**src/sv/rdq_pkg.sv**
```systemverilog
// types and codes for the reversible deque
// no dependencies; imported by the cell, the top level and the checker
package rdq_pkg;

    // operation codes carried in the kind field
    typedef enum logic [2:0] {
        KIND_PUSH_BACK  = 3'd0,
        KIND_PUSH_FRONT = 3'd1,
        KIND_POP_FRONT  = 3'd2,
        KIND_PEEK_FRONT = 3'd3,
        KIND_REVERSE    = 3'd4
    } op_kind_t;

    // controller states
    typedef enum logic {
        ST_IDLE,
        ST_ROTATE
    } ctl_state_t;

    // one stored record
    typedef struct packed {
        logic signed [31:0] id;
        logic [63:0]        data;
    } rec_t;

    // command transfer
    typedef struct packed {
        logic [2:0]         kind;
        logic signed [31:0] record_id;
        logic [63:0]        record_data;
    } cmd_t;

    // result transfer
    typedef struct packed {
        logic               ok;
        logic signed [31:0] front_id;
        logic [63:0]        front_data;
        logic [4:0]         entry_count;
        logic               is_empty;
        logic               is_full;
    } res_t;

    // per-cycle command broadcast to the cell row
    typedef struct packed {
        logic shift_up;    // cell i takes cell i-1
        logic shift_down;  // cell i takes cell i+1
        logic wr_en;       // cell at wr_idx loads the new record
    } cell_ctl_t;

endpackage

```
**src/sv/rdq_cell.sv**
```systemverilog
// one slot of the rotating record ring
// depends on rdq_pkg for the record and control types
module rdq_cell
    import rdq_pkg::*;
#(
    parameter int IW  = 4,
    parameter int IDX = 0
)
(
    input  logic          clk,
    input  cell_ctl_t     ctl,
    input  logic [IW-1:0] wr_idx,
    input  rec_t          wr_rec,
    input  rec_t          lo_rec,
    input  rec_t          hi_rec,
    output rec_t          rec
);

    rec_t rec_reg;
    rec_t rec_next;
    logic hit;

    // load beats a shift, a shift beats hold
    assign hit = ctl.wr_en && (wr_idx == IW'(IDX));

    always_comb
    begin
        if (hit)
        begin
            rec_next = wr_rec;
        end
        else if (ctl.shift_up)
        begin
            rec_next = lo_rec;
        end
        else if (ctl.shift_down)
        begin
            rec_next = hi_rec;
        end
        else
        begin
            rec_next = rec_reg;
        end
    end

    // record storage, contents undefined until written
    always_ff @(posedge clk)
    begin
        rec_reg <= rec_next;
    end

    assign rec = rec_reg;

endmodule

```
**src/sv/reversible_deque.sv**
```systemverilog
// reversible deque: push back, push front, pop, peek: result in the cycle after the transfer,
// a new command may follow in the very next cycle (one item per cycle)
// reverse on n records: n-1 rotation steps of the cell row, one per cycle, busy high,
// result in the cycle after the last step; n below 2 behaves like the other commands
// async reset clears count, direction and controller; record cells are not cleared
// depends on rdq_pkg and rdq_cell
module reversible_deque
    import rdq_pkg::*;
#(
    parameter int DEPTH = 16
)
(
    input  logic clk,
    input  logic rst_n,
    input  logic start,
    output logic busy,
    input  cmd_t cmd,
    output logic done,
    output res_t result
);

    localparam int IW = (DEPTH > 1) ? $clog2(DEPTH) : 1;
    localparam int CW = $clog2(DEPTH + 1);
    localparam logic [CW-1:0] DEPTH_C = CW'(DEPTH);
    localparam logic [CW-1:0] ONE_C   = CW'(1);

    ctl_state_t    state_reg, state_next;
    logic [CW-1:0] count_reg, count_next;
    logic [CW-1:0] steps_reg, steps_next;
    logic          rev_reg, rev_next;
    logic          done_reg, done_next;
    res_t          res_reg, res_next;

    cell_ctl_t     ctl;
    logic [IW-1:0] wr_idx;
    logic [IW-1:0] back_idx;
    rec_t          new_rec;
    rec_t          cell_rec [DEPTH];
    logic          is_full_now;
    logic          is_empty_now;

    assign new_rec.id   = cmd.record_id;
    assign new_rec.data = cmd.record_data;

    assign is_full_now  = (count_reg == DEPTH_C);
    assign is_empty_now = (count_reg == '0);

    // slot just past the back record, walking in the current direction
    always_comb
    begin
        if (!rev_reg)
        begin
            back_idx = count_reg[IW-1:0];
        end
        else if (is_empty_now)
        begin
            back_idx = '0;
        end
        else
        begin
            back_idx = IW'(DEPTH_C - count_reg);
        end
    end

    // row of cells, front record in cell 0 whenever the controller is idle
    for (genvar i = 0; i < DEPTH; i++)
    begin : g_cell
        localparam int LO = (i + DEPTH - 1) % DEPTH;
        localparam int HI = (i + 1) % DEPTH;
        rdq_cell #(
            .IW  (IW),
            .IDX (i)
        ) u_cell (
            .clk    (clk),
            .ctl    (ctl),
            .wr_idx (wr_idx),
            .wr_rec (new_rec),
            .lo_rec (cell_rec[LO]),
            .hi_rec (cell_rec[HI]),
            .rec    (cell_rec[i])
        );
    end

    // controller: next state, cell commands and result
    always_comb
    begin
        state_next = state_reg;
        count_next = count_reg;
        steps_next = steps_reg;
        rev_next   = rev_reg;
        done_next  = 1'b0;
        res_next   = res_reg;
        ctl        = '0;
        wr_idx     = back_idx;

        res_next.ok         = 1'b0;
        res_next.front_id   = '0;
        res_next.front_data = '0;

        case (state_reg)
            ST_IDLE:
            begin
                if (start)
                begin
                    done_next = 1'b1;
                    case (cmd.kind)
                        KIND_PUSH_BACK:
                        begin
                            if (!is_full_now)
                            begin
                                ctl.wr_en   = 1'b1;
                                count_next  = count_reg + ONE_C;
                                res_next.ok = 1'b1;
                            end
                        end
                        KIND_PUSH_FRONT:
                        begin
                            if (!is_full_now)
                            begin
                                // open a slot at cell 0 by stepping away from the front
                                ctl.wr_en      = 1'b1;
                                ctl.shift_up   = !rev_reg;
                                ctl.shift_down = rev_reg;
                                wr_idx         = '0;
                                count_next     = count_reg - '0 + ONE_C;
                                res_next.ok    = 1'b1;
                            end
                        end
                        KIND_POP_FRONT:
                        begin
                            if (!is_empty_now)
                            begin
                                // bring the second record into cell 0
                                ctl.shift_down      = !rev_reg;
                                ctl.shift_up        = rev_reg;
                                count_next          = count_reg - ONE_C;
                                res_next.ok         = 1'b1;
                                res_next.front_id   = cell_rec[0].id;
                                res_next.front_data = cell_rec[0].data;
                            end
                        end
                        KIND_PEEK_FRONT:
                        begin
                            if (!is_empty_now)
                            begin
                                res_next.ok         = 1'b1;
                                res_next.front_id   = cell_rec[0].id;
                                res_next.front_data = cell_rec[0].data;
                            end
                        end
                        KIND_REVERSE:
                        begin
                            res_next.ok = 1'b1;
                            if (count_reg > ONE_C)
                            begin
                                // back record must rotate round to cell 0 first
                                state_next = ST_ROTATE;
                                steps_next = count_reg - ONE_C;
                                done_next  = 1'b0;
                            end
                            else if (!is_empty_now)
                            begin
                                rev_next = !rev_reg;
                            end
                        end
                        default:
                        begin
                            res_next.ok = 1'b0;
                        end
                    endcase
                end
            end
            ST_ROTATE:
            begin
                // one step in the pop direction per cycle
                ctl.shift_down = !rev_reg;
                ctl.shift_up   = rev_reg;
                steps_next     = steps_reg - ONE_C;
                if (steps_reg == ONE_C)
                begin
                    rev_next    = !rev_reg;
                    state_next  = ST_IDLE;
                    done_next   = 1'b1;
                    res_next.ok = 1'b1;
                end
            end
            default:
            begin
                state_next = ST_IDLE;
            end
        endcase

        res_next.entry_count = 5'(count_next);
        res_next.is_empty    = (count_next == '0);
        res_next.is_full     = (count_next == DEPTH_C);
    end

    // control registers
    always_ff @(posedge clk or negedge rst_n)
    begin
        if (!rst_n)
        begin
            state_reg <= ST_IDLE;
            count_reg <= '0;
            steps_reg <= '0;
            rev_reg   <= 1'b0;
            done_reg  <= 1'b0;
        end
        else
        begin
            state_reg <= state_next;
            count_reg <= count_next;
            steps_reg <= steps_next;
            rev_reg   <= rev_next;
            done_reg  <= done_next;
        end
    end

    // result payload register
    always_ff @(posedge clk)
    begin
        res_reg <= res_next;
    end

    assign busy   = (state_reg == ST_ROTATE);
    assign done   = done_reg;
    assign result = res_reg;

endmodule

```
**config.mk**
```make
export PLATFORM = sky130hd
export DESIGN_NAME = reversible_deque
export DESIGN_NICKNAME = d
export VERILOG_FILES = /design/src/sv/rdq_pkg.sv /design/src/sv/rdq_cell.sv /design/src/sv/reversible_deque.sv
export SDC_FILE = /design/constraint.sdc
export NUM_CORES = 2
export LEC_CHECK = 0
export BUFFER_PORTS_ARGS = -buffer_cell sky130_fd_sc_hd__buf_2
export CORE_MARGIN = 2
export CORE_UTILIZATION = 55
export CTS_CLUSTER_DIAMETER = 100
export DETAILED_ROUTE_END_ITERATION = 7
export GPL_TIMING_DRIVEN = 0
export PLACE_DENSITY_LB_ADDON = 0.05
export SYNTH_ARGS = -nofsm -noshare
export SYNTH_HDL_FRONTEND = slang
export SYNTH_SLANG_ARGS = --single-unit
```
**constraint.sdc**
```tcl
create_clock -name clk -period 4.95 [get_ports clk]
set_input_delay 0.495 -clock clk [delete_from_list [all_inputs] [get_ports clk]]
set_output_delay 0.495 -clock clk [all_outputs]
set_load 0.05 [all_outputs]
```
==> qor.txt <==
TritonCTS clock tree = built
Die area = 160,000 um2
Vias in the first global route = 55.1k
Slew Limit Fails = 0
CP arrival = 5.36 ns
Switch share = 34.3%
Vias = 54.0k
Clock network power share = 17.6%
Tot Pwr = 76.2 mW
Area Growth Syn to Fin = 12.1%
Number of synthesized flops with an enable pin = 1,536
Status = finished clean
Critical path depth = 14
Chip width = 401 um
Initial core utilization = 55.4%
Setup Skew = 0.0272 ns
Initial antenna violation count = 26
Synth unique cells = 71
Net Sw Power = 26.1 mW
Hold Path Stages = 2
Via density = 6.24
Yosys top cell area share = 53.3%
Cells after Synth = 6,000
WHS = 0.0526 ns
Pint = 50.1 mW
Post-route cell area = 97,000 um2
Port Buf Inserts = 204
TritonCTS sink count = 1,653
Core area = 156,000 um2
PwrDens = 786 nW/um2
Setup violators final = 0
WP buf/inv = 6
VDD IR max = 0.758 mV
Clk Latency, worst-skew pair = 0.83 ns
Max FO, Critical Path = 55
Final Hold Violating Endpoints = 0
DRC viols = 0
GRT Total Usage = 32.7%
Slowest-stage cell, CP = buf_2
Seq/Total Area, Yosys = 56.1%
Starting DRT DRC Count = 5,688
Post-DRT Antenna Nets = 0
GPL Wtd Cong = 0.868
Number of flip-flops in the largest register = 1,536
Number of CTS-inserted buffers = 182
Post-detail-place hpwl = 177 mm
Rows = 145
Final period util = 98.3%
Synth Cell Area = 86,500 um2
Most frequent cell after synthesis = mux2_2
Share of flip-flops with an asynchronous set or reset = 0.786%
Mean Syn Cell Area = 14.4 um2
Crit Path Category = reg -> reg
Die span in y = 401 um
Max stage delay on crit path = 0.53 ns
Pleak = 35.3 nW
Setup TNS = 0 ns
Register clock-pin slew on the reported worst setup and hold paths = 0.06 ns
CP cell instances = buf_4 -> inv_1 -> ha_1 -> nor4b_4 -> inv_1 -> ha_1 -> nand3b_1 -> a21oi_1 -> and2_2 -> nand3_2 -> buf_2 -> buf_2 -> nand2_8 -> buf_16
TritonRoute pass-1 iters = 6
Max-Cap Viols = 0
Largest net degree at the start of global routing = 67
Hold Path Class = in -> reg
Worst-Margin Slew = 1.47 ns
GRT overflow = 0
Combinational share of power = 40.8%
Sequential share of power = 41.6%
Wire per inst = 30.9 um
Synthesis warning total = 0
Syn_nets = 6,109
Top post-synthesis cells by area = edfxtp_1, mux2_2, mux2_1
Worst reg-to-reg path cell count = 14
Synth cell count leaders = mux2_2, edfxtp_1, mux2_1, nand2_1, clkbuf_1
Final #Nets = 6,533
#FFs+latches synth = 1,653
Clock buffer depth = 3
First-pass GRT wire length = 384 mm
Layout Utilization = 62.1%
Startpoint types = register
Max Fclk = 206 MHz
Instance area at placement = 90,900 um2
Cell family with most CP delay = buffers and inverters
Post-Route WL = 267 mm
Ports = 208
Slew headroom = 1.80%
Yosys top cell by area = edfxtp_1
Htree depth = 4
Share of cells above drive strength 1 = 41.5%
Fin crit period = 4.87 ns
Post-synth top flop = edfxtp_1
Root buf cell = clkbuf_16
CP Data Required Time = 5.45 ns
CP Capture Type = register
-- cell families after synthesis --
group                    after synthesis  synth area share, %
adder cells (fa/ha/maj)                7                0.101
buffers and inverters                527                 3.08
AND/OR/NAND/NOR                      875                 4.57
multiplexers                        2596                 33.7
XOR/XNOR                              11                0.111
flip-flops                          1653                 56.1
AO/OA/AOI/OAI                        331                 2.30
-- layout by cell type (no fill, tap or decap), types with 10 or more instances in the layout --
master,netlist,routed
a31oi_1,194,194
and2_1,98,98
buf_16,0,18
buf_2,189,390
buf_4,26,39
buf_6,47,51
clkbuf_1,245,284
clkbuf_16,0,185
clkbuf_8,0,23
clkinv_1,0,39
clkinv_2,0,26
dfrtp_1,13,13
dfxtp_1,104,104
diode_2,0,14
edfxtp_1,1536,1536
inv_1,10,10
mux2_1,580,580
mux2_2,1896,1896
mux2_4,20,20
mux2i_1,100,100
nand2_1,414,396
nand2_8,0,14
nand3_1,100,100
nor2_1,206,205
o21ai_0,16,16
o21ai_1,88,88
-- stage by stage --
stage / setup slack, ns / instances
6_report: 0.0839 / 8652
3_5_place_dp: -0.824 / 8283
3_3_place_gp: -2.81 / 8262
2_1_floorplan: 0.672 / 6000
5_1_grt: -0.00421 / 8641
4_1_cts: 0.0102 / 8634
-- path summary, 6_finish.rpt --
| kind | from | endpoint | slack [ns] |
|---|---|---|---|
| max | count_reg[0] | g_cell[13].u_cell.rec[57] | 0.08 |
| max reg2reg | count_reg[0] | g_cell[13].u_cell.rec[57] | 0.08 |
| max in group asynchronous | rst_n | count_reg[3] | 4.61 |
| min reg2reg | g_cell[0].u_cell.rec[78] | result[85] | 0.50 |
| min in group asynchronous | rst_n | steps_reg[0] | 0.08 |
| min | cmd[90] | g_cell[2].u_cell.rec[90] | 0.05 |
-- cell type report --
cell class | instances | area, um2
timing repair buffer | 238 | 1690
tap | 2058 | 2570
sequential | 1653 | 48500
fill | 12100 | 59200
clock inverter | 86 | 667
antenna | 14 | 35.0
inverter | 10 | 37.5
clock buffer | 254 | 5120
buffer | 515 | 2650
multi-input combinational | 3824 | 35700
-- power groups by stage --
stage	Combinational, mW	Sequential (mW)	Clock (mW)
floorplan	22.1	29.7	0
global placement	28.8	32.3	0
detailed placement	30.5	31.8	0
CTS	30.8	31.6	13.5
global route	33.1	32.3	14.0
finish	31.1	31.7	13.4
-- per-layer routing --
metal / wire length, um / share of wire (%) / up-vias / track usage [%]
met1: 110000 / 41 / 27300 / 43.8
met4: 10700 / 4.0 / 12 / 13.1
met5: 80 / 0.030 / - / 0
met3: 21700 / 8.1 / 485 / 6.36
li1: - / - / 23700 / -
met2: 125000 / 47 / 2425 / 52.6
-- repair_timing --
| action | 4_1_cts | 5_1_grt |
|---|---|---|
| hold buffers | 1 | 0 |
| pin swaps | 2 | 3 |
| setup endpoints to repair | 1124 | 618 |
| buffers inserted | 6 | 5 |
| gates cloned | 5 | 0 |
| gates resized for setup | 14 | 8 |
| hold endpoints to repair | 13 | 0 |
(Power assumes the default switching activity.)
